[src/grt_pkg.sv]
package grt_pkg;

  // Field widths fixed by the interface.
  localparam int unsigned XW     = 9;   // start, write and hit coordinates
  localparam int unsigned VW     = 8;   // occupancy cell value
  localparam int unsigned ENDW   = 13;  // signed ray end coordinates
  localparam int unsigned DIMW   = 10;  // map_width / map_height registers
  localparam int unsigned DISTW  = 19;  // squared distance
  localparam int unsigned KINDW  = 2;

  // Internal widths.
  localparam int unsigned DW     = 13;  // |end - start| along one axis
  localparam int unsigned CW     = 14;  // signed walk coordinate
  localparam int unsigned ERRW   = 16;  // signed Bresenham error term
  localparam int unsigned SQW    = 2 * DIMW;

  localparam int unsigned MAP_DIM_DEFAULT = 512;

  // Configuration port.
  localparam int unsigned CFG_IDX_W  = 2;
  localparam int unsigned CFG_DATA_W = 10;
  localparam logic [CFG_IDX_W-1:0] REG_THRESHOLD  = 2'd0;
  localparam logic [CFG_IDX_W-1:0] REG_MAP_WIDTH  = 2'd1;
  localparam logic [CFG_IDX_W-1:0] REG_MAP_HEIGHT = 2'd2;

  localparam logic signed [VW-1:0] THRESHOLD_RESET = 8'sd0;
  localparam logic [DIMW-1:0]      DIM_RESET       = 10'd512;

  localparam logic CMD_WRITE = 1'b0;
  localparam logic CMD_CAST  = 1'b1;

  typedef enum logic [KINDW-1:0] {
    KIND_WRITE = 2'd0,
    KIND_MISS  = 2'd1,
    KIND_HIT   = 2'd2,
    KIND_OUT   = 2'd3
  } grt_kind_t;

  typedef enum logic [2:0] {
    ST_IDLE,
    ST_ADDR,
    ST_WRITE,
    ST_READ,
    ST_TEST,
    ST_SQUARE,
    ST_DONE
  } grt_state_t;

  // One classified command as it waits between the front and the walker.
  typedef struct packed {
    logic                  is_cast;
    logic [XW-1:0]         px;        // write cell or ray origin
    logic [XW-1:0]         py;
    logic signed [VW-1:0]  value;
    logic                  x_major;
    logic                  step_x_neg;
    logic                  step_y_neg;
    logic [DW-1:0]         dmaj;
    logic [DW-1:0]         dmin;
  } grt_desc_t;

endpackage

[src/grt_back.sv]
module grt_back #(
  parameter int unsigned AW = 18
) (
  input  logic                            clk,
  input  logic                            rst_n,
  input  logic signed [grt_pkg::VW-1:0]   threshold,
  input  logic [grt_pkg::DIMW-1:0]        map_w,
  input  logic [grt_pkg::DIMW-1:0]        map_h,
  input  logic                            q_empty,
  input  grt_pkg::grt_desc_t              q_desc,
  output logic                            q_pop,
  output logic [AW-1:0]                   ram_addr,
  output logic                            ram_we,
  output logic [grt_pkg::VW-1:0]          ram_wdata,
  output logic                            ram_re,
  input  logic [grt_pkg::VW-1:0]          ram_rdata,
  output logic                            out_empty,
  input  logic                            out_pop,
  output logic [grt_pkg::KINDW-1:0]       out_result_kind,
  output logic [grt_pkg::XW-1:0]          out_hit_x,
  output logic [grt_pkg::XW-1:0]          out_hit_y,
  output logic [grt_pkg::DISTW-1:0]       out_distance_squared
);

  localparam int unsigned CW   = grt_pkg::CW;
  localparam int unsigned DIMW = grt_pkg::DIMW;
  localparam int unsigned PW   = 2 * DIMW + 1;

  grt_pkg::grt_state_t state_r, state_nxt;

  logic                          is_cast_r;
  logic signed [grt_pkg::VW-1:0] value_r;
  logic [grt_pkg::XW-1:0]        sx_r, sy_r;
  logic signed [CW-1:0]          cx_r, cy_r;
  logic signed [grt_pkg::ERRW-1:0] err_r;
  logic [grt_pkg::DW-1:0]        k_r, dmaj_r, dmin_r;
  logic                          x_major_r, sxn_r, syn_r;
  logic [AW-1:0]                 addr_r;
  grt_pkg::grt_kind_t            kind_r;
  logic [grt_pkg::SQW-1:0]       sqx_r, sqy_r;

  logic                          out_valid_r;
  grt_pkg::grt_kind_t            out_kind_r;
  logic [grt_pkg::XW-1:0]        out_hx_r, out_hy_r;
  logic [grt_pkg::DISTW-1:0]     out_dist_r;

  logic                          in_map, hit, last_cell, out_load;
  logic [PW-1:0]                 addr_calc;
  logic                          err_pos, step_x, step_y;
  logic signed [CW-1:0]          cx_nxt, cy_nxt;
  logic signed [grt_pkg::ERRW-1:0] dmin2, dmaj2, err_nxt;
  logic signed [CW-1:0]          ddx, ddy;
  logic [DIMW-1:0]               adx, ady;

  // Datapath helpers.
  always_comb begin
    in_map = !cx_r[CW-1] && !cy_r[CW-1]
          && (cx_r[CW-2:0] < (CW-1)'(map_w))
          && (cy_r[CW-2:0] < (CW-1)'(map_h));
    addr_calc = PW'(cy_r[DIMW-1:0] * map_w) + PW'(cx_r[DIMW-1:0]);
    hit       = $signed(ram_rdata) > threshold;
    last_cell = (k_r == dmaj_r);

    dmin2   = $signed({2'b00, dmin_r, 1'b0});
    dmaj2   = $signed({2'b00, dmaj_r, 1'b0});
    err_pos = !err_r[grt_pkg::ERRW-1] && (err_r != '0);
    err_nxt = err_r + dmin2 - (err_pos ? dmaj2 : '0);
    step_x  = x_major_r || err_pos;
    step_y  = !x_major_r || err_pos;
    cx_nxt  = step_x ? (sxn_r ? cx_r - CW'(1) : cx_r + CW'(1)) : cx_r;
    cy_nxt  = step_y ? (syn_r ? cy_r - CW'(1) : cy_r + CW'(1)) : cy_r;

    ddx = cx_r - $signed(CW'(sx_r));
    ddy = cy_r - $signed(CW'(sy_r));
    adx = ddx[CW-1] ? DIMW'(-ddx) : DIMW'(ddx);
    ady = ddy[CW-1] ? DIMW'(-ddy) : DIMW'(ddy);
  end

  // Next state.
  always_comb begin
    state_nxt = state_r;
    case (state_r)
      grt_pkg::ST_IDLE: begin
        if (!q_empty) begin
          state_nxt = grt_pkg::ST_ADDR;
        end
      end
      grt_pkg::ST_ADDR: begin
        if (!in_map) begin
          state_nxt = grt_pkg::ST_DONE;
        end else if (is_cast_r) begin
          state_nxt = grt_pkg::ST_READ;
        end else begin
          state_nxt = grt_pkg::ST_WRITE;
        end
      end
      grt_pkg::ST_WRITE: state_nxt = grt_pkg::ST_DONE;
      grt_pkg::ST_READ:  state_nxt = grt_pkg::ST_TEST;
      grt_pkg::ST_TEST: begin
        if (hit) begin
          state_nxt = grt_pkg::ST_SQUARE;
        end else if (last_cell) begin
          state_nxt = grt_pkg::ST_DONE;
        end else begin
          state_nxt = grt_pkg::ST_ADDR;
        end
      end
      grt_pkg::ST_SQUARE: state_nxt = grt_pkg::ST_DONE;
      grt_pkg::ST_DONE: begin
        if (out_load) begin
          state_nxt = grt_pkg::ST_IDLE;
        end
      end
      default: state_nxt = grt_pkg::ST_IDLE;
    endcase
  end

  // State outputs.
  always_comb begin
    q_pop    = (state_r == grt_pkg::ST_IDLE) && !q_empty;
    ram_we   = (state_r == grt_pkg::ST_WRITE);
    ram_re   = (state_r == grt_pkg::ST_READ);
    out_load = (state_r == grt_pkg::ST_DONE) && (!out_valid_r || out_pop);
  end

  assign ram_addr  = addr_r;
  assign ram_wdata = value_r;

  always_ff @(posedge clk) begin
    if (!rst_n) begin
      state_r     <= grt_pkg::ST_IDLE;
      out_valid_r <= 1'b0;
    end else begin
      state_r <= state_nxt;
      if (out_load) begin
        out_valid_r <= 1'b1;
      end else if (out_pop) begin
        out_valid_r <= 1'b0;
      end
    end
  end

  always_ff @(posedge clk) begin
    case (state_r)
      grt_pkg::ST_IDLE: begin
        is_cast_r <= q_desc.is_cast;
        value_r   <= q_desc.value;
        sx_r      <= q_desc.px;
        sy_r      <= q_desc.py;
        cx_r      <= CW'(q_desc.px);
        cy_r      <= CW'(q_desc.py);
        x_major_r <= q_desc.x_major;
        sxn_r     <= q_desc.step_x_neg;
        syn_r     <= q_desc.step_y_neg;
        dmaj_r    <= q_desc.dmaj;
        dmin_r    <= q_desc.dmin;
        err_r     <= $signed({2'b00, q_desc.dmin, 1'b0})
                   - $signed({3'b000, q_desc.dmaj});
        k_r       <= '0;
      end
      grt_pkg::ST_ADDR: begin
        addr_r <= AW'(addr_calc);
        if (!is_cast_r) begin
          kind_r <= grt_pkg::KIND_WRITE;
        end else if (!in_map) begin
          kind_r <= grt_pkg::KIND_OUT;
        end
      end
      grt_pkg::ST_TEST: begin
        if (hit) begin
          kind_r <= grt_pkg::KIND_HIT;
        end else if (last_cell) begin
          kind_r <= grt_pkg::KIND_MISS;
        end else begin
          cx_r  <= cx_nxt;
          cy_r  <= cy_nxt;
          err_r <= err_nxt;
          k_r   <= k_r + grt_pkg::DW'(1);
        end
      end
      grt_pkg::ST_SQUARE: begin
        sqx_r <= adx * adx;
        sqy_r <= ady * ady;
      end
      default: begin
      end
    endcase
  end

  // Result register: lets the walker take the next command while a result waits.
  always_ff @(posedge clk) begin
    if (out_load) begin
      out_kind_r <= kind_r;
      if (kind_r == grt_pkg::KIND_HIT) begin
        out_hx_r   <= cx_r[grt_pkg::XW-1:0];
        out_hy_r   <= cy_r[grt_pkg::XW-1:0];
        out_dist_r <= grt_pkg::DISTW'({1'b0, sqx_r} + {1'b0, sqy_r});
      end else begin
        out_hx_r   <= '0;
        out_hy_r   <= '0;
        out_dist_r <= '0;
      end
    end
  end

  assign out_empty            = !out_valid_r;
  assign out_result_kind      = out_kind_r;
  assign out_hit_x            = out_hx_r;
  assign out_hit_y            = out_hy_r;
  assign out_distance_squared = out_dist_r;

endmodule

[config.mk]
export PLATFORM = sky130hd
export DESIGN_NAME = grt_back
export DESIGN_NICKNAME = d
export VERILOG_FILES = /design/src/grt_pkg.sv /design/src/grt_back.sv
export SDC_FILE = /design/constraint.sdc
export NUM_CORES = 1
export LEC_CHECK = 0
export ABC_AREA = 1
export ABC_CLOCK_PERIOD_IN_PS = 6240
export CORE_MARGIN = 2
export CORE_UTILIZATION = 35
export CTS_CLUSTER_SIZE = 8
export DETAILED_ROUTE_END_ITERATION = 8
export DONT_BUFFER_PORTS = 1
export GPL_TIMING_DRIVEN = 0
export PLACE_DENSITY = 0.52
export SETUP_SLACK_MARGIN = 0.15
export SYNTH_ARGS = -nofsm -noshare
export SYNTH_HDL_FRONTEND = slang
export SYNTH_SLANG_ARGS = --single-unit
[constraint.sdc]
create_clock -name clk -period 6.24 [get_ports clk]
set_input_delay 1.248 -clock clk [delete_from_list [all_inputs] [get_ports clk]]
set_output_delay 1.248 -clock clk [all_outputs]
set_load 0.05 [all_outputs]
Word level (Yosys, flattened, before mapping)
Cells that the tools add are included.

word-level totals
  flip-flop bits (word level) = 214
  output and inout bits = 69

operators by class
  $add $sub $neg = 14
  mux-type cells = 33
  multiply operators = 3
  equality and inequality tests = 16
  magnitude comparators = 3
  reduce and logical (&&, ||, !) cells = 26

operators with widths
  kind                                                number
  2-to-1 mux 14 bit                                   9
  case mux 14 bit (2 select lines)                    2
  multiplier 10 x 10 -> 19 bit                        2
  2-to-1 mux 16 bit                                   2
  case mux 16 bit (2 select lines)                    1
  adder 14 x 2 -> 14 bit, second input constant       2
  subtractor 14 x 10 -> 14 bit                        2
  subtractor 14 x 2 -> 14 bit, second input constant  2
  less-than comparator 13 x 10 -> 1 bit               2
  2-to-1 mux 13 bit                                   2
  case mux 13 bit (2 select lines)                    1
  2-to-1 mux 10 bit                                   2
  negation 10 bit                                     2
  adder 19 bit                                        1
  adder 18 x 10 -> 18 bit                             1
  multiplier 10 x 10 -> 18 bit                        1
  case mux 3 bit (6 select lines)                     1
  adder 16 x 14 -> 16 bit                             1
  nonzero test 16 bit                                 1
  subtractor 16 x 14 -> 16 bit                        1
  2-to-1 mux 3 bit                                    5
  subtractor 14 x 13 -> 15 bit                        1
  adder 13 x 1 -> 13 bit, second input constant       1
  == test 13 bit                                      1
  other kinds (19)                                    49

Logic depth before layout (Yosys ltp)
Gate-level depths: netlist of the first run.

  word-level depth = 7
  depth in mapped cells = 36
  mapped depth without buffers = 36

Worst setup path before layout of the first run
OpenSTA, ideal clock, no wires.

  path kind = register -> register
  from = register cy_r[0]
  to = register sqy_r[14] (netlist bit), data pin
  data arrival time = 6.462 ns
  setup slack = -0.480 ns
  stages on the path, launching flop included = 35
  period minus slack after synthesis = 6.720 ns
  library setup time = 0.258 ns
  path through = edfxtp_1 > inv_1 > ha_1 > inv_1 > fa_1 > nand3_1 > nand2_1 > xnor2_1 > nand3_1 > nor2_2 > nand2_1 > nand2_1 > nand3_2 > nand2_4 > inv_4 > nor2_4 > inv_1 > fa_1 > inv_1 > fa_1 > inv_1 > fa_1 > inv_1 > fa_1 > inv_1 > fa_1 > inv_1 > ha_1 > nand2_1 > o21ai_0 > a21oi_1 > o21bai_1 > a21o_1 > a21oi_1 > xnor2_1

on the way
  word-level cells in the longest chain between the ends = 4

RTL lines
  what                            line             text
  start: declaration              grt_back.sv:34   logic signed [CW-1:0] cx_r, cy_r;
  start signal: assignment        grt_back.sv:151  cy_r <= CW'(q_desc.py);
  start signal: assignment        grt_back.sv:176  cy_r <= cy_nxt;
  subtractor 14 x 10 -> 14 bit *  grt_back.sv:74   ddy = cy_r - $signed(CW'(sy_r));
  negation 10 bit                 grt_back.sv:76   ady = ddy[CW-1] ? DIMW'(-ddy) : DIMW'(ddy);
  2-to-1 mux 10 bit *             grt_back.sv:76
  multiplier 10 x 10 -> 19 bit *  grt_back.sv:183  sqy_r <= ady * ady;
  end signal: assignment          grt_back.sv:183
  end: declaration                grt_back.sv:40   logic [grt_pkg::SQW-1:0] sqx_r, sqy_r;

Every way passes the cells marked *; elsewhere a longest branch is shown, timed or not.
A chain may end at the register's enable or synchronous reset.

Worst setup path after layout of the first run
  from = register cx_r[0]
  to = register sqx_r[15] (netlist bit), data pin

on the way
  word-level cells in the longest chain between the ends = 4

RTL lines
  what                            line             text
  start: declaration              grt_back.sv:34
  start signal: assignment        grt_back.sv:150  cx_r <= CW'(q_desc.px);
  start signal: assignment        grt_back.sv:175  cx_r <= cx_nxt;
  subtractor 14 x 10 -> 14 bit *  grt_back.sv:73   ddx = cx_r - $signed(CW'(sx_r));
  negation 10 bit                 grt_back.sv:75   adx = ddx[CW-1] ? DIMW'(-ddx) : DIMW'(ddx);
  2-to-1 mux 10 bit *             grt_back.sv:75
  multiplier 10 x 10 -> 19 bit *  grt_back.sv:182  sqx_r <= adx * adx;
  end signal: assignment          grt_back.sv:182
  end: declaration                grt_back.sv:40

Marks and branches as above.

==> results of run 1 <==
[area by class of cell]
| type | instances | area, sq um |
|---|---|---|
| fillers | 6102 | 35650 |
| flip-flops and latches | 212 | 6326 |
| inverters | 618 | 2369 |
| clock inverters | 7 | 130.1 |
| diodes | 8 | 20.02 |
| well taps | 846 | 1059 |
| clock buffers | 43 | 894.6 |
| multi-input cells | 1747 | 15080 |
| plain buffers | 41 | 183.9 |
| repair buffers | 137 | 1250 |
[cells in the final DEF, fill, tap and decap left out, types with 43 or more instances in the layout]
cell | synthesis | final
inv_1 | 603 | 563
nand2_1 | 457 | 400
ha_1 | 251 | 208
edfxtp_1 | 208 | 208
fa_1 | 186 | 181
nor2_1 | 203 | 170
a21oi_1 | 161 | 145
buf_4 | 0 | 107
o21ai_0 | 118 | 107
nand3_1 | 76 | 62
xor2_1 | 63 | 56
nand2_2 | 22 | 52
clkbuf_1 | 36 | 44
inv_2 | 11 | 43
[metal layers]
layer,track usage,part of all wire
met1,0.2276,0.42
met2,0.3138,0.48
met3,0.04656,0.065
met4,0.06108,0.035
met5,0,0.0023
[state kept, by name, summed over array words and instances, names as in the netlist, 13 cells and up]
name,flops
dmaj_r,13
k_r,13
dmin_r,13
ram_addr,18
err_r,16
sqy_r,18
out_distance_squared,19
sqx_r,18
cx_r,14
cy_r,14
[critical path: cells and delay by family, from the launching register on]
kind	cells	cell delay, ps
AND/OR/NAND/NOR	9	990
AO/OA/AOI/OAI	5	700
XOR/XNOR	1	130
flip-flops	1	420
adder cells (fa/ha/maj)	8	3230
buffers and inverters	8	580
[what timing repair did]
item / CTS / global route
hold endpoints to repair: 0 / 0
resized for setup: 197 / 117
buffers inserted: 92 / 38
endpoints found under the setup margin: 25 / 22
pin swaps: 130 / 92
[per-stage QoR]
stage	hold WS [ps]	setup WS, ps	setup TNS [ps]	std cells
2_1_floorplan	426.4	103.5	0	2618
3_3_place_gp	442.3	-1156	-10330	3464
3_5_place_dp	458.5	-863.0	-10330	3471
4_1_cts	466.4	-177.4	-803.7	3613
5_1_grt	477.0	-337.7	-4727	3651
6_report	462.3	-127.4	-297.2	3659
[how the worst max path moves through the flow]
stage / to / slack [ps] / cells after the start / from
6_report: sqx_r[15] / -130 / 31 / cx_r[0]
5_1_grt: sqy_r[14] / -340 / 34 / cy_r[0]
4_1_cts: sqx_r[15] / -180 / 29 / cx_r[0]
3_5_place_dp: sqx_r[18] / -860 / 30 / cx_r[0]
3_3_place_gp: q_pop / -1160 / 5 / state_r[0]
2_1_floorplan: sqy_r[14] / 100 / 34 / cy_r[0]
[kinds of logic after synthesis]
family / after synthesis / synth area share
and+or+nand+nor: 853 / 0.1650
buffers and inverters: 659 / 0.1120
adders and majority gates: 437 / 0.3080
AOI/OAI and AO/OA: 359 / 0.08914
DFF: 212 / 0.2838
xor gates and xnor gates: 98 / 0.04205
==> results.yml, run 1 <==
routing:
  wl_um: 60550
  via_per_inst: 4.846
  wl_per_cell_um: 16.55
  dr.pass1.iters: 5
  drc_errors: 0
  antenna_left: 0
  drtIter0Drc: 972
  via_count: 17730
yosys:
  synth_edf_count: 208
  synth_fp_nets: 3151
  ys.flop_type: "edfxtp_1"
  async_flop_share: 0
  syn_inst: 2618
  ys_types: 59
  ys_top_cells_by_count: "603 x inv_1, 457 x nand2_1, 251 x ha_1"
  syn_area_sq_um: 22290
  syn_area_per_cell_sq_um: 8.514
  synthTopCellsByArea: "edfxtp_1 28%, fa_1 17%, ha_1 14%"
  synth_top_area_frac: 0.2802
  ys_ff_latch: 212
  post-synth-top-area-cell: "edfxtp_1"
  ys_seq_area_frac: 0.2838
  yosys_warnings: 0
  synth_most_common_cell: "inv_1"
setup_path:
  crit_type: "reg2reg"
  reg2regPathDepth: 31
  cp-start-kind: "flop"
  critPathCaptureType: "flop"
  worstPathMaxFanout: 7
  cp_slowest_cell: "fa_1"
  r2r-end: "sqx_r[15]"
  rrSetupSlack_ps: -130
  critPathMaxStageDelay_ps: 540
  cp.arrival_ps: 6630
  r2r_start: "cx_r[0]"
  required_ps: 6510
  crit_top_cell: "fa_1"
clock_network:
  clock_sinks: 212
  cts.path.max_buffers: 3
  cts_hold_buf: 0
  clock_latency_ps: 560
  cts_buffers: 34
  path_clk_slew_ps: 50
  cts_root_buf: "clkbuf_16"
  tritoncts: "built"
  cts.htree.levels: 2
floorplan:
  die-area_sq_um: 65720
  rows: 92
  start_util: 0.3540
  io_pins: 165
  die_w_um: 256.4
  coreArea_sq_um: 62970
  chipHeight_um: 256.4
timing:
  fmax_mhz: 157.1
  slew_viol_final: 0
  finalSetupViolCount: 7
  skew_ps: 35.99
  period_needed_ps: 6367
  tightest_slew_ps: 1240
  rsz0062_at_grt: "true"
  hold_violations: 0
  slew_headroom: 0.1726
  fin_crit_sh: 1.020
  worst_slack_ps: -127.4
min_path:
  hold_depth: 0
  hold_class: "reg2reg"
  hold_path_end: "out_result_kind[0]"
  min_from: "kind_r[0]"
status:
  status: "complete, but fails checks"
  violations: "negative setup slack"
cells_and_area:
  final_nets: 3324
  drive_gt1_frac: 0.1804
  final_core_util: 0.4338
  area_delta_synth_final_pct: 22.54
  fin_area_sq_um: 27310
global_route:
  grt_pass1_wl_um: 96110
  grt_remaining_overflow: 0
  globalRouteTotalUtil: 0.1844
  grt_antenna_before_repair: 14
  grt_pass1_vias: 18340
  grt_max_degree: 36
run:
  cap_violations: 0
placement:
  dp_hpwl_um: 47160
  placed_area_sq_um: 23790
  numPortBuffers: 0
  place_congestion: 0.8660
Power of run 1 is left out: the tool's default activity adds up to more than one toggle a clock period on the data nets, which glitch-free logic cannot reach.
==> run 2: changes to the inputs <==
- CTS_BUF_LIST: unset -> sky130_fd_sc_hd__clkbuf_8 sky130_fd_sc_hd__clkbuf_16
==> results.yml, run 2 (same netlist as run 1, synthesis figures left out) <==
setup_path:
  cp-start-kind: "flop"
  cp_slowest_cell: "fa_1"
  rrSetupSlack_ps: -130
  reg2regPathDepth: 31
  worstPathMaxFanout: 7
  critPathMaxStageDelay_ps: 540
  required_ps: 6510
  cp.arrival_ps: 6630
  critPathCaptureType: "flop"
  crit_top_cell: "fa_1"
  r2r-end: "sqx_r[15]"
  crit_type: "reg2reg"
  r2r_start: "cx_r[0]"
routing:
  antenna_left: 0
  drtIter0Drc: 975
  drc_errors: 0
  wl_um: 60540
  wl_per_cell_um: 16.55
  via_per_inst: 4.837
  dr.pass1.iters: 5
  via_count: 17700
floorplan:
  rows: 92
  io_pins: 165
  coreArea_sq_um: 62970
  start_util: 0.3540
  chipHeight_um: 256.4
  die-area_sq_um: 65720
  die_w_um: 256.4
placement:
  place_congestion: 0.8660
  dp_hpwl_um: 47160
  numPortBuffers: 0
min_path:
  hold_depth: 0
  hold_path_end: "out_result_kind[0]"
  hold_class: "reg2reg"
  min_from: "kind_r[0]"
global_route:
  grt_max_degree: 36
  grt_remaining_overflow: 0
  globalRouteTotalUtil: 0.1844
  grt_pass1_vias: 18340
  grt_antenna_before_repair: 14
  grt_pass1_wl_um: 96110
clock_network:
  cts_buffers: 34
  clock_sinks: 212
  cts_hold_buf: 0
  cts.path.max_buffers: 3
  path_clk_slew_ps: 50
  clock_latency_ps: 560
  cts.htree.levels: 2
  cts_root_buf: "clkbuf_16"
  tritoncts: "built"
timing:
  fmax_mhz: 157.0
  period_needed_ps: 6369
  skew_ps: 35.00
  rsz0062_at_grt: "true"
  hold_violations: 0
  slew_viol_final: 0
  slew_headroom: 0.1724
  fin_crit_sh: 1.021
  worst_slack_ps: -128.7
  tightest_slew_ps: 1240
  finalSetupViolCount: 8
  holdWs_ps: 462.3
run:
  cap_violations: 0
status:
  status: "complete, but fails checks"
  violations: "negative setup slack"
cells_and_area:
  final_common_cell: "inv_1"
  drive_gt1_frac: 0.1804
  largest_reg_flops: 19
  area_delta_synth_final_pct: 22.54
  final_nets: 3324
  final_cell_mix: "571 x inv_1, 400 x nand2_1, 208 x ha_1, 208 x edfxtp_1, 181 x fa_1"
[run 2: timing repair]
| action | 4_1_cts | 5_1_grt |
|---|---|---|
| gates resized for setup | 197 | 117 |
| cloned | 0 | 0 |
| pin swaps | 130 | 92 |
| buffers inserted | 92 | 38 |
| endpoints found under the setup margin | 25 | 22 |
[run 2: critical path: cells and delay by family (launching register included)]
family | cells | cell delay, ps
xor+xnor | 1 | 130
fa+ha+maj | 8 | 3230
compound gates | 5 | 700
buf+inv | 8 | 580
simple gates | 9 | 990
flops | 1 | 420
[run 2: area by class of cell]
cell class | count | area [sq um]
flip-flops and latches | 212 | 6326
plain buffers | 41 | 183.9
inverters | 618 | 2369
clock inverters | 15 | 160.2
diodes | 8 | 20.02
fillers | 6102 | 35650
well taps | 846 | 1059
multi-input cells | 1747 | 15080
repair buffers | 137 | 1250
clock buffers | 35 | 864.6
[run 2: worst max path at each step]
| stage | startpoint | to | cells past startpoint |
|---|---|---|---|
| floorplan | cy_r[0] | sqy_r[14] | 34 |
| global placement | state_r[0] | q_pop | 5 |
| detailed placement | cx_r[0] | sqx_r[18] | 30 |
| CTS | cx_r[0] | sqx_r[15] | 29 |
| global route | cy_r[0] | sqy_r[14] | 34 |
| finish | cx_r[0] | sqx_r[15] | 31 |
[run 2: per-stage QoR]
step | worst slack, ps | util | std cells | instance area, sq um | setup TNS [ps]
floorplan | 103.5 | - | 2618 | 22580 | 0
global placement | -1156 | 0.3754 | 3464 | 23640 | -10330
detailed placement | -863.0 | 0.3778 | 3471 | 23790 | -10330
CTS | -177.6 | 0.4212 | 3613 | 26520 | -806.1
global route | -338.1 | 0.4335 | 3651 | 27290 | -4732
finish | -128.7 | 0.4338 | 3659 | 27310 | -308.3
[run 2: layer usage]
metal  track usage  vias up  routed length (um)  share of wire
li1              -     8673                   -              -
met1        0.2276     8480               25530           0.42
met2        0.3138      395               28920           0.48
met3       0.04656      129                3833          0.063
met4       0.06108       20                2119          0.035
met5             0        -                 142         0.0023
Power of run 2 is left out for the same reason.
