`src/grt_pkg.sv`:
```
package grt_pkg;

  // Field widths fixed by the interface.
  localparam int unsigned XW     = 9;   // start, write and hit coordinates
  localparam int unsigned VW     = 8;   // occupancy cell value
  localparam int unsigned ENDW   = 13;  // signed ray end coordinates
  localparam int unsigned DIMW   = 10;  // map_width / map_height registers
  localparam int unsigned DISTW  = 19;  // squared distance
  localparam int unsigned KINDW  = 2;

  // Internal widths.
  localparam int unsigned DW     = 13;  // |end - start| along one axis
  localparam int unsigned CW     = 14;  // signed walk coordinate
  localparam int unsigned ERRW   = 16;  // signed Bresenham error term
  localparam int unsigned SQW    = 2 * DIMW;

  localparam int unsigned MAP_DIM_DEFAULT = 512;

  // Configuration port.
  localparam int unsigned CFG_IDX_W  = 2;
  localparam int unsigned CFG_DATA_W = 10;
  localparam logic [CFG_IDX_W-1:0] REG_THRESHOLD  = 2'd0;
  localparam logic [CFG_IDX_W-1:0] REG_MAP_WIDTH  = 2'd1;
  localparam logic [CFG_IDX_W-1:0] REG_MAP_HEIGHT = 2'd2;

  localparam logic signed [VW-1:0] THRESHOLD_RESET = 8'sd0;
  localparam logic [DIMW-1:0]      DIM_RESET       = 10'd512;

  localparam logic CMD_WRITE = 1'b0;
  localparam logic CMD_CAST  = 1'b1;

  typedef enum logic [KINDW-1:0] {
    KIND_WRITE = 2'd0,
    KIND_MISS  = 2'd1,
    KIND_HIT   = 2'd2,
    KIND_OUT   = 2'd3
  } grt_kind_t;

  typedef enum logic [2:0] {
    ST_IDLE,
    ST_ADDR,
    ST_WRITE,
    ST_READ,
    ST_TEST,
    ST_SQUARE,
    ST_DONE
  } grt_state_t;

  // One classified command as it waits between the front and the walker.
  typedef struct packed {
    logic                  is_cast;
    logic [XW-1:0]         px;        // write cell or ray origin
    logic [XW-1:0]         py;
    logic signed [VW-1:0]  value;
    logic                  x_major;
    logic                  step_x_neg;
    logic                  step_y_neg;
    logic [DW-1:0]         dmaj;
    logic [DW-1:0]         dmin;
  } grt_desc_t;

endpackage

```
`src/grt_front.sv`:
```
module grt_front (
  input  logic                                clk,
  input  logic                                rst_n,
  input  logic                                push,
  output logic                                full,
  input  logic                                command,
  input  logic [grt_pkg::XW-1:0]              write_x,
  input  logic [grt_pkg::XW-1:0]              write_y,
  input  logic signed [grt_pkg::VW-1:0]       write_value,
  input  logic [grt_pkg::XW-1:0]              start_x,
  input  logic [grt_pkg::XW-1:0]              start_y,
  input  logic signed [grt_pkg::ENDW-1:0]     end_x,
  input  logic signed [grt_pkg::ENDW-1:0]     end_y,
  output logic                                q_empty,
  output grt_pkg::grt_desc_t                  q_desc,
  input  logic                                q_pop
);

  localparam int unsigned SDW = grt_pkg::DW + 1;

  grt_pkg::grt_desc_t desc;
  logic signed [SDW-1:0] dx, dy;
  logic [grt_pkg::DW-1:0] adx, ady;

  // Classify the command and set up the line parameters.
  always_comb begin
    dx  = $signed({end_x[grt_pkg::ENDW-1], end_x})
        - $signed({{(SDW-grt_pkg::XW){1'b0}}, start_x});
    dy  = $signed({end_y[grt_pkg::ENDW-1], end_y})
        - $signed({{(SDW-grt_pkg::XW){1'b0}}, start_y});
    adx = dx[SDW-1] ? grt_pkg::DW'(-dx) : grt_pkg::DW'(dx);
    ady = dy[SDW-1] ? grt_pkg::DW'(-dy) : grt_pkg::DW'(dy);

    desc.is_cast    = (command == grt_pkg::CMD_CAST);
    desc.px         = desc.is_cast ? start_x : write_x;
    desc.py         = desc.is_cast ? start_y : write_y;
    desc.value      = write_value;
    desc.x_major    = (ady < adx);
    desc.step_x_neg = dx[SDW-1];
    desc.step_y_neg = dy[SDW-1];
    desc.dmaj       = desc.x_major ? adx : ady;
    desc.dmin       = desc.x_major ? ady : adx;
  end

  // Two-entry queue toward the walker.
  grt_pkg::grt_desc_t mem_r [2];
  logic       wr_ptr_r, rd_ptr_r;
  logic [1:0] count_r;
  logic       do_push, do_pop;

  assign full    = (count_r == 2'd2);
  assign q_empty = (count_r == 2'd0);
  assign q_desc  = mem_r[rd_ptr_r];
  assign do_push = push && !full;
  assign do_pop  = q_pop && !q_empty;

  always_ff @(posedge clk) begin
    if (!rst_n) begin
      wr_ptr_r <= 1'b0;
      rd_ptr_r <= 1'b0;
      count_r  <= 2'd0;
    end else begin
      if (do_push) begin
        wr_ptr_r <= !wr_ptr_r;
      end
      if (do_pop) begin
        rd_ptr_r <= !rd_ptr_r;
      end
      case ({do_push, do_pop})
        2'b10:   count_r <= count_r + 2'd1;
        2'b01:   count_r <= count_r - 2'd1;
        default: count_r <= count_r;
      endcase
    end
  end

  always_ff @(posedge clk) begin
    if (do_push) begin
      mem_r[wr_ptr_r] <= desc;
    end
  end

endmodule

```
`config.mk`:
```
export PLATFORM = sky130hd
export DESIGN_NAME = grt_front
export DESIGN_NICKNAME = d
export VERILOG_FILES = /design/src/grt_pkg.sv /design/src/grt_front.sv
export SDC_FILE = /design/constraint.sdc
export NUM_CORES = 1
export LEC_CHECK = 0
export BUFFER_PORTS_ARGS = -buffer_cell sky130_fd_sc_hd__buf_2
export CAP_MARGIN = 20
export CORE_MARGIN = 2
export CORE_UTILIZATION = 56
export DETAILED_ROUTE_END_ITERATION = 8
export HOLD_SLACK_MARGIN = 0.06
export PLACE_DENSITY_LB_ADDON = 0.3
export SYNTH_ARGS = -nofsm -noshare
export SYNTH_HDL_FRONTEND = slang
export SYNTH_SLANG_ARGS = --single-unit
```
`constraint.sdc`:
```
create_clock -name clk -period 7.2 [get_ports clk]
set_input_delay 0.36 -clock clk [delete_from_list [all_inputs] [get_ports clk]]
set_output_delay 0.36 -clock clk [all_outputs]
set_load 0.02 [all_outputs]
```
== Word-level counts from Yosys, hierarchy flattened ==
Memory sizes are Yosys's and may differ from the RTL's. A register that Yosys moved wholly into a read port is not among the register bits.
Index checks and enable logic that the tools add are counted.

* $add $sub $neg: 6
* Eq/ne operators: 3
* Muxes and demuxes: 11
* Order comparisons: 1
* Reductions and logical operators: 8

{| class="wikitable"
|+ Operators by type and width
! kind !! number
|-
| $mux 13 || 4
|-
| $sub 13x10->14 || 2
|-
| $neg 13->13 || 2
|-
| $mux 9 || 2
|-
| $lt 13x13->1 || 1
|-
| $eq 2x2->1 const B || 2
|-
| $logic_not 1->1 || 4
|-
| $mux 1 || 4
|-
| $pmux 2 s2 || 1
|-
| $add 2x1->2 const B || 1
|-
| $eq 2x1->1 const B || 1
|-
| $logic_and 1x1->1 || 2
|-
| $logic_not 2->1 || 1
|-
| $reduce_bool 2->1 || 1
|-
| $sub 2x1->2 const B || 1
|}

* Memory bits (writable): 112
* Word-level logic and storage cells: 33
* Output and inout port bits: 58
* Register bits after elaboration: 4
* Input bits: 75
* Memories kept: 1

{| class="wikitable"
|+ Memories
! name !! words !! width !! rd ports !! clocked after memory_dff !! wr ports !! line !! RTL
|-
| mem_r || 2 || 56 || 1 || 1 || 1 || grt_front.sv:46 || <nowiki>grt_pkg::grt_desc_t mem_r [2];</nowiki>
|}

== Logic depth before layout (Yosys ltp) ==
Gate-level depths: netlist of the first run.

* Depth after elaboration: 5
* Mapped depth: 22
* Gate-level depth less buffers: 20

== Worst setup path after synthesis of the first run ==
Ideal clock, no wire load.

* Path kind: input to register
* Start point: input end_y[0] in the netlist's numbering
* End point: memory mem_r[0][23] in the netlist's numbering, data pin
* Setup time: 282 ps
* Setup slack: 1872 ps
* Cell stages on the path: 19
* Buffers on the path: 2
* Data arrival time: 5046 ps
* Required time: 6918 ps
* Cells stage by stage: inv_1 > ha_1 > inv_1 > fa_1 > a21o_2 > a21oi_1 > xnor2_1 > or4_4 > or4_2 > o31ai_1 > xor2_1 > inv_1 > ha_1 > a2111oi_0 > o21ai_0 > nand2_1 > clkbuf_1 > buf_1 > a31oi_1

{| class="wikitable"
|+ RTL lines
! item !! line !! RTL
|-
| from (decl) || grt_front.sv:13 || <nowiki>input logic signed [grt_pkg::ENDW-1:0] end_y,</nowiki>
|-
| to (decl) || grt_front.sv:46 ||
|}

==> metrics.md, run 1 <==
| Metric | Value |
|---|---|
| Result of the run | complete, no violations |
| Async set-or-reset flop fraction in the synthesized netlist | 0 |
| Worst Hold Path Cells | 1 |
| Routed WL | 14.3 mm |
| CTS buffer count | 17 |
| Warnings from Yosys | 0 |
| RSZ-0062 raised after global routing | no |
| Crit Path Max Fanout | 17 |
| Average size of a mapped cell | 12.6 um^2 |
| Drt drc | 0 |
| Total grt overflow | 0 |
| Worst hold path startpoint | write_value[6] |
| Post-CTS Resized | 0 |
| Clock skew | 0.00650 ns |
| GP Congestion | 0.828 |
| Psw | 0.969 mW |
| Initial drt markers | 261 |
| Fin. max-slew vios | 0 |
| Slew @ Worst Pin | 0.990 ns |
| Post-synthesis instance area | 6700 um^2 |
| H-tree depth | 4 |
| Synthesis-stage register bit count | 117 |
| Power Internal | 1.97 mW |
| Initial Util | 0.580 |
| CTS max path bufs | 2 |
| R2R depth | 4 |
| Hold_ws | 0.143 ns |
| Area leader, netlist | edfxtp_1 |
| Die area | 12900 um^2 |
| Num ports | 133 |
| Layout Area Growth over Synthesis | 21.6% |
| Synth top area cells | edfxtp_1, mux2_2, ha_1 |
| Power Dens Cells | 361 nW/um^2 |
| Comb power frac | 0.366 |
| # rows | 39 |
| Final Hold Fails | 0 |
| Max cap viols | 0 |
| Post-synthesis sequential area ratio | 0.517 |
| Worst setup SP type | input port |
| Syn Inst Count | 534 |
| Hold Crit Class | in -> reg |
| Power consumption | 2.94 mW |
| Critical Path Start | end_y[0] |
| Synth top area share | 0.502 |
| Sequential share of power | 0.330 |
| HPWL after detailed placement | 10.0 mm |
| Clk pin slew, worst setup/hold paths | 0.05 ns |
| Reg2reg start | count_r[0] |
| Syn_nets | 644 |
| Sw Ratio | 0.329 |
| Crit path kind | in -> reg |
| CTS Sinks | 117 |
| Final core utilization | 0.705 |
| First-pass GRT wire length | 22.9 mm |
| Req. time, crit path | 7.36 ns |
| Core area | 11600 um^2 |
| Final Setup Violations | 0 |
| Vias in the first global route | 4871 |
| Final min period | 5.94 ns |
| Cts hold-fix bufs | 0 |
| Final nets | 784 |
| Unique cell type count in the Yosys netlist | 60 |
| Worst skew pair latency | 0.41 ns |
| Maximum clock frequency | 168 MHz |
| Initial antenna violation count | 0 |
| Arr. time, crit path | 6.09 ns |
| GRT Overall Usage | 0.229 |
| CTS tree | done |
| Setup bufs post-CTS | 0 |
| WL/cell | 17.2 um |
| Die width | 113 um |
| Share of cells above drive strength 1 | 0.367 |
| Most used flip-flop cell after synthesis | edfxtp_1 |
| Worst VDD drop | 0.176 mV |
| TritonRoute pass-1 iters | 4 |
| Final setup TNS | 0 ns |
| Port Buffers | 132 |
| N_diodes | 0 |
| Number of synthesized flops with an enable pin | 112 |
| Detailed-route via count | 4728 |
| Post-route ant nets | 0 |
| Via density | 5.70 |
| Largest net degree at the start of global routing | 57 |
| Clk pwr share | 0.304 |
| Fin crit share | 0.824 |
| CP endpoint kind | flop |
| LEAKAGE | 3.35 nW |
| Root buffer cell | clkbuf_16 |
| Die height | 113 um |
| Slew margin rel. | 0.338 |
-- logic make-up (layout without fill, tap and decap cells) --
group	count (synthesis)	after routing	share of synthesized area
AO/OA/AOI/OAI	91	91	0.0978
XOR/XNOR	39	39	0.0510
adder cells (fa/ha/maj)	35	35	0.0676
buffers and inverters	57	210	0.0319
flip-flops	117	117	0.517
multiplexers	97	97	0.159
AND/OR/NAND/NOR	98	98	0.0763
-- cells in the final DEF, fill, tap and decap left out, types with 8 or more instances in the layout --
cell type / Yosys / routed
a21oi_1: 17 / 17
buf_2: 0 / 132
clkbuf_16: 0 / 17
edfxtp_1: 112 / 112
ha_1: 33 / 33
inv_1: 41 / 41
mux2_2: 75 / 75
mux2i_1: 22 / 22
nand2_1: 14 / 14
nand3_1: 8 / 8
nor2_1: 30 / 29
o21ai_0: 18 / 18
xnor2_1: 23 / 23
xor2_1: 16 / 16
-- power by group through the flow --
stage                     combinational, mW  sequential, mW  clock (mW)
after CTS                              1.08           0.973       0.902
after detailed placement               1.07           0.983           0
final                                  1.08           0.971       0.893
after global placement                 1.04           0.975           0
after global routing                   1.16           0.984       0.933
after floorplan                       0.773           0.977           0
-- flip-flops by register name, indices dropped and copies added (netlist names), named ones only --
| register | cells |
|---|---|
| count_r | 2 |
| mem_r | 112 |
| rd_ptr_r | 1 |
| wr_ptr_r | 1 |
-- metal layers --
metal | global-route usage | routed length (um)
met4 | 0.0862 | 358
met1 | 0.272 | 6080
met2 | 0.404 | 7210
met3 | 0.0537 | 665
met5 | 0 | 0
-- final timing paths --
check,to,slack (ns)
worst max-delay path,mem_r[1][5],1.26
worst min-delay path,mem_r[1][35],0.14
worst max register to register,mem_r[0][43],5.11
worst min register to register,count_r[1],0.52
-- cell usage after synthesis, types with 7 or more instances --
| library cell | instances |
|---|---|
| a21o_1 | 7 |
| a21oi_1 | 17 |
| clkbuf_1 | 14 |
| edfxtp_1 | 112 |
| ha_1 | 33 |
| inv_1 | 41 |
| mux2_2 | 75 |
| mux2i_1 | 22 |
| nand2_1 | 14 |
| nand3_1 | 8 |
| nor2_1 | 30 |
| o21ai_0 | 18 |
| xnor2_1 | 23 |
| xor2_1 | 16 |
-- through the flow --
stage | worst slack [ns] | cell area (um^2) | instances
after floorplan | 1.87 | 6700 | 534
after global placement | 1.42 | 7530 | 798
after detailed placement | 1.20 | 7530 | 798
after CTS | 1.28 | 8150 | 830
after global routing | 1.02 | 8150 | 830
final | 1.26 | 8150 | 830
-- critical path: stages --
cell and delay (ns):
buf_2 0.10, inv_1 0.06, ha_1 0.19, inv_1 0.07, fa_1 0.40, a21o_2 0.24
a21oi_1 0.17, xnor2_1 0.14, or4_4 0.54, or4_2 0.64, o31ai_1 0.30, xor2_1 0.36
inv_1 0.10, ha_1 0.34, a2111oi_0 0.52, o21ai_0 0.22, nand2_1 0.51, buf_4 0.40
mux2_2 0.39
-- cell type report --
cell class / count / area (um^2)
repair buffers: 136 / 691
well taps: 143 / 179
inverters: 42 / 158
clock buffers: 21 / 440
clock inverters: 11 / 181
fillers: 830 / 3420
flip-flops and latches: 117 / 3460
multi-input cells: 360 / 3040
Power figures use the tool's default switching activity.
==> run 2: changes to the inputs <==
--- a/config.mk
+++ b/config.mk
@@ -5,10 +5,11 @@
 export SDC_FILE = /design/constraint.sdc
 export NUM_CORES = 1
 export LEC_CHECK = 0
+export ABC_AREA = 1
 export BUFFER_PORTS_ARGS = -buffer_cell sky130_fd_sc_hd__buf_2
 export CAP_MARGIN = 20
 export CORE_MARGIN = 2
-export CORE_UTILIZATION = 56
+export CORE_UTILIZATION = 51
 export DETAILED_ROUTE_END_ITERATION = 8
 export HOLD_SLACK_MARGIN = 0.06
 export PLACE_DENSITY_LB_ADDON = 0.3
==> constraint.sdc (replaced) <==
create_clock -name clk -period 5.15 [get_ports clk]
set_input_delay 0.2575 -clock clk [delete_from_list [all_inputs] [get_ports clk]]
set_output_delay 0.2575 -clock clk [all_outputs]
set_load 0.02 [all_outputs]
==> metrics.md, run 2 <==
| Metric | Value |
|---|---|
| CTS max path bufs | 2 |
| Comb power frac | 0.334 |
| Crit path kind | in -> reg |
| Most frequent cells in the layout | nand2_1, buf_2, edfxtp_1 |
| GRT Overall Usage | 0.237 |
| Largest net degree at the start of global routing | 57 |
| H-tree depth | 4 |
| Arr. time, crit path | 4.35 ns |
| Top cells by instance count after synthesis | nand2_1, edfxtp_1, inv_1 |
| Max cap viols | 0 |
| GP Congestion | 0.948 |
| Bufs and invs on worst path | 6 |
| Average size of a mapped cell | 9.33 um^2 |
| Final Setup Violations | 0 |
| Clk pin slew, worst setup/hold paths | 0.05 ns |
| Routed WL | 17.0 mm |
| Most common cell after layout, fill and taps aside | nand2_1 |
| Slowest CP cell | fa_1 |
| CTS buffer count | 17 |
| Psw | 1.22 mW |
| HPWL after detailed placement | 12.7 mm |
| Worst setup SP type | input port |
| Worst stage delay on the critical path | 0.48 ns |
| Post-synthesis sequential area ratio | 0.476 |
| LEAKAGE | 4.01 nW |
| Top cell family by delay on the critical path | simple AND/OR/NAND/NOR gates |
| Die area | 15300 um^2 |
| Synthesis-stage register bit count | 117 |
| Fin crit share | 0.818 |
| Initial antenna violation count | 2 |
| Placed insts | 1081 |
| CTS Sinks | 117 |
| Final setup TNS | 0 ns |
| Synth top area share | 0.462 |
| Worst skew pair latency | 0.42 ns |
| Share of cells above drive strength 1 | 0.303 |
| Final non-filler cell total | 1123 |
| # rows | 43 |
| Top reg by flops | mem_r |
| Hold Crit Class | in -> reg |
| Power Internal | 2.38 mW |
| Warnings from Yosys | 0 |
| Root buffer cell | clkbuf_16 |
| Most used flip-flop cell after synthesis | edfxtp_1 |
| Slew @ Worst Pin | 0.925 ns |
| Crit Path Max Fanout | 27 |
| Clk pwr share | 0.306 |
| Sw Ratio | 0.338 |
| Vias in the first global route | 5624 |
| Result of the run | complete, no violations |
| Clock skew | 0.00951 ns |
| CP dominant cell by count | nand2_2 |
| Synth top area cells | edfxtp_1, nand2_1, mux2_2 |
| Die width | 124 um |
| Core area | 13900 um^2 |
| Num ports | 133 |
| Final nets | 1038 |
| Number of synthesized flops with an enable pin | 112 |
| Syn_nets | 891 |
| Via density | 5.21 |
| Die height | 124 um |
| First-pass GRT wire length | 27.2 mm |
| Syn Inst Count | 781 |
| Post-synthesis instance area | 7280 um^2 |
| Area leader, netlist | edfxtp_1 |
| CTS tree | done |
| Async set-or-reset flop fraction in the synthesized netlist | 0 |
| TritonRoute pass-1 iters | 5 |
| Sequential share of power | 0.360 |
| Final Hold Fails | 0 |
| Fin. max-slew vios | 0 |
| CP endpoint kind | flop |
| Largest registers | mem_r (112), count_r (2) |
| Detailed-route via count | 5856 |
| Worst VDD drop | 0.238 mV |
| Port Buffers | 132 |
| Max reg flops | 112 |
| Drt drc | 0 |
| Post-CTS Resized | 0 |
| Initial Util | 0.523 |
| Layout Area Growth over Synthesis | 20.6% |
| Power Dens Cells | 410 nW/um^2 |
| WL/cell | 15.1 um |
| Initial drt markers | 463 |
| Post-route ant nets | 0 |
| # fillers | 1169 |
| Slew margin rel. | 0.377 |
| Cell with the most instances after synthesis | nand2_1 |
| RSZ-0062 raised after global routing | no |
| Req. time, crit path | 5.29 ns |
| Total grt overflow | 0 |
| Final min period | 4.21 ns |
| Maximum clock frequency | 237 MHz |
| Unique cell type count in the Yosys netlist | 35 |
[run 2: metrics by stage]
| step | cell area [um^2] | total power [mW] | setup WS, ns | hold slack (ns) | utilization |
|---|---|---|---|---|---|
| finish | 8780 | 3.60 | 0.935 | 0.117 | 0.630 |
| floorplan | 7280 | 2.17 | 1.64 | 0.356 | - |
| global placement | 8120 | 2.48 | 0.710 | 0.427 | 0.583 |
| detailed placement | 8140 | 2.50 | 0.651 | 0.445 | 0.584 |
| CTS | 8780 | 3.61 | 1.03 | 0.104 | 0.630 |
| global route | 8780 | 3.81 | 0.607 | 0.126 | 0.630 |
[run 2: worst min-delay path: cells and delay by family]
kind / cells / cell delay [ns]
AO/OA/AOI/OAI: 2 / 0.11
buffers and inverters: 1 / 0.12
[run 2: final timing paths]
kind	startpoint	to	slack, ns	depth (start not counted)
min	rst_n	count_r[1]	0.12	3
max	start_y[0]	mem_r[0][1]	0.94	25
min reg2reg	rd_ptr_r	flop	0.45	1
max reg2reg	count_r[0]	mem_r[0][0]	2.72	3
[run 2: cell type report]
cell class	count	area [um^2]	area share
flip-flops and latches	117	3460	0.394
multi-input cells	538	3330	0.379
repair buffers	145	791	0.0900
clock buffers	25	518	0.0590
inverters	109	409	0.0466
well taps	180	225	0.0256
clock inverters	7	41.3	0.00470
diodes	2	5.00	0.000570
[run 2: cells by family after synthesis]
family,count (synthesis),synth area share
mux,58,0.0897
buf+inv,126,0.0692
fa+ha+maj,35,0.0622
xor+xnor,15,0.0263
simple gates,356,0.224
flops,117,0.476
compound gates,74,0.0534
[run 2: power groups by stage]
stage          Sequential, mW  Clock (mW)  Combinational [mW]
4_1_cts                  1.30        1.11                1.20
2_1_floorplan            1.31           0               0.864
6_report                 1.30        1.10                1.20
5_1_grt                  1.31        1.16                1.33
3_3_place_gp             1.31           0                1.17
3_5_place_dp             1.32           0                1.19
[run 2: what timing repair did]
action	CTS	global route
buffers inserted	0	0
hold endpoints to repair	16	0
endpoints found under the setup margin	0	0
hold buffers	8	0
[run 2: layer usage]
metal / GRT usage / wire length, um
met1: 0.314 / 7810
met2: 0.380 / 7680
met3: 0.0507 / 1110
met4: 0.0909 / 398
met5: 0 / 0
==> run 3: changes to the inputs <==
--- a/config.mk
+++ b/config.mk
@@ -9,7 +9,7 @@
 export BUFFER_PORTS_ARGS = -buffer_cell sky130_fd_sc_hd__buf_2
 export CAP_MARGIN = 20
 export CORE_MARGIN = 2
-export CORE_UTILIZATION = 51
+export CORE_UTILIZATION = 56
 export DETAILED_ROUTE_END_ITERATION = 8
 export HOLD_SLACK_MARGIN = 0.06
 export PLACE_DENSITY_LB_ADDON = 0.3
==> constraint.sdc (replaced) <==
create_clock -name clk -period 4 [get_ports clk]
set_input_delay 0.2 -clock clk [delete_from_list [all_inputs] [get_ports clk]]
set_output_delay 0.2 -clock clk [all_outputs]
set_load 0.02 [all_outputs]
==> metrics.md, run 3 (synthesis results as in run 2) <==
| Metric | Value |
|---|---|
| Result of the run | complete, no violations |
| CP endpoint kind | flop |
| Area taken by multi-input logic gates | 3330 um^2 |
| Setup bufs post-CTS | 0 |
| Most frequent cells in the layout | nand2_1, buf_2, edfxtp_1 |
| Root buffer cell | clkbuf_16 |
| Num ports | 133 |
| WL/cell | 14.5 um |
| Die width | 118 um |
| Initial drt markers | 440 |
| Final Hold Fails | 0 |
| # fillers | 991 |
| Req. time, crit path | 4.13 ns |
| Die area | 13900 um^2 |
| Final non-filler cell total | 1118 |
| Top reg by flops | mem_r |
| HPWL after detailed placement | 12.1 mm |
| Vias in the first global route | 5666 |
| Max cap viols | 0 |
| Max reg flops | 112 |
| Fin crit share | 0.851 |
| Final setup TNS | 0 ns |
| Final min period | 3.40 ns |
| Initial Util | 0.575 |
| Largest net degree at the start of global routing | 57 |
| Share of cells above drive strength 1 | 0.306 |
| Routed WL | 16.2 mm |
| Largest registers | mem_r (112), count_r (2) |
| TritonRoute pass-1 iters | 5 |
| Final nets | 1042 |
| H-tree depth | 4 |
| Drt drc | 0 |
| GRT Overall Usage | 0.244 |
| CTS tree | done |
| Core area | 12700 um^2 |
| First-pass GRT wire length | 26.7 mm |
| Fin. max-slew vios | 0 |
| Arr. time, crit path | 3.54 ns |
| CTS buffer count | 17 |
| Power Dens Cells | 523 nW/um^2 |
| RSZ-0062 raised after global routing | no |
| Maximum clock frequency | 294 MHz |
| Most common cell after layout, fill and taps aside | nand2_1 |
| Post-route ant nets | 0 |
| Worst skew pair latency | 0.41 ns |
| LEAKAGE | 4.01 nW |
| Crit path kind | in -> reg |
| Worst VDD drop | 0.263 mV |
| Layout Area Growth over Synthesis | 20.6% |
| Port Buffers | 132 |
| Initial antenna violation count | 1 |
| GP Congestion | 0.929 |
| Register area | 3460 um^2 |
| Slew margin rel. | 0.362 |
| Placed insts | 1076 |
| Via density | 5.17 |
| Total grt overflow | 0 |
| Slew @ Worst Pin | 0.957 ns |
| Clock skew | 0.00543 ns |
| # rows | 41 |
| Worst setup SP type | input port |
| Die height | 118 um |
| Crit Path Max Fanout | 22 |
| CTS max path bufs | 2 |
| Hold Crit Class | in -> reg |
| Post-CTS Resized | 0 |
| Clk pin slew, worst setup/hold paths | 0.06 ns |
| CTS Sinks | 117 |
| Final Setup Violations | 0 |
| Detailed-route via count | 5785 |
==> run 3: where the power goes <==
| group | switching (mW) | internal [mW] | leakage, nW | total, mW |
|---|---|---|---|---|
| clock network | 0.518 | 0.845 | 0.261 | 1.36 |
| registers | 0.0783 | 1.62 | 1.09 | 1.70 |
| logic | 0.958 | 0.568 | 2.66 | 1.53 |
| total | 1.55 | 3.04 | 4.01 | 4.59 |
==> run 3: worst max-delay path, stage by stage <==
cell,delay (ns)
buf_2,0.12
ha_1,0.20
inv_1,0.13
fa_1,0.46
inv_1,0.11
ha_1,0.15
inv_1,0.05
nor2_1,0.10
nand3_1,0.11
nor2_2,0.11
nand2_2,0.08
nor2_4,0.14
nor2_2,0.06
xor2_2,0.26
ha_1,0.31
a21oi_1,0.15
o21ai_0,0.11
a21oi_1,0.16
nand2_2,0.09
clkinv_1,0.06
buf_4,0.23
o21ai_0,0.17
==> run 3: timing repair <==
item                       in CTS  in global routing
hold endpoints to repair       17                  0
setup endpoints to repair       0                  0
hold buffers                    9                  0
==> run 3: final timing paths <==
path / from / endpoint / slack (ns) / cells past startpoint
worst max-delay path: start_y[0] / mem_r[0][20] / 0.60 / 22
worst min-delay path: write_x[0] / mem_r[1][46] / 0.12 / 2
worst max register to register: count_r[1] / count_r[1] / 1.92 / 7
worst min register to register: rd_ptr_r / flop / 0.44 / 1
==> run 3: metrics by stage <==
stage / hold slack [ns] / util / cell area [um^2] / worst slack [ns] / power, mW
CTS: 0.109 / 0.693 / 8780 / 0.634 / 4.61
finish: 0.120 / 0.693 / 8790 / 0.596 / 4.59
floorplan: 0.299 / - / 7280 / 0.552 / 2.80
global route: 0.121 / 0.693 / 8790 / 0.296 / 4.84
global placement: 0.387 / 0.643 / 8150 / 0.330 / 3.21
detailed placement: 0.392 / 0.643 / 8150 / 0.263 / 3.23
==> run 3: layout make-up <==
type | instances | area share
Sequential cell | 117 | 0.394
Multi-Input combinational cell | 538 | 0.379
Timing Repair Buffer | 149 | 0.0937
Clock buffer | 18 | 0.0488
Inverter | 109 | 0.0466
Tap cell | 172 | 0.0245
Clock inverter | 14 | 0.0127
Antenna cell | 1 | 0.000285
==> run 3: routing by layer <==
| metal | up-vias | share of wire | global-route usage |
|---|---|---|---|
| met1 | 2642 | 0.45 | 0.320 |
| met3 | 24 | 0.059 | 0.0470 |
| met2 | 200 | 0.48 | 0.405 |
| met5 | - | 0 | 0 |
| li1 | 2919 | - | - |
| met4 | 0 | 0.016 | 0.0836 |
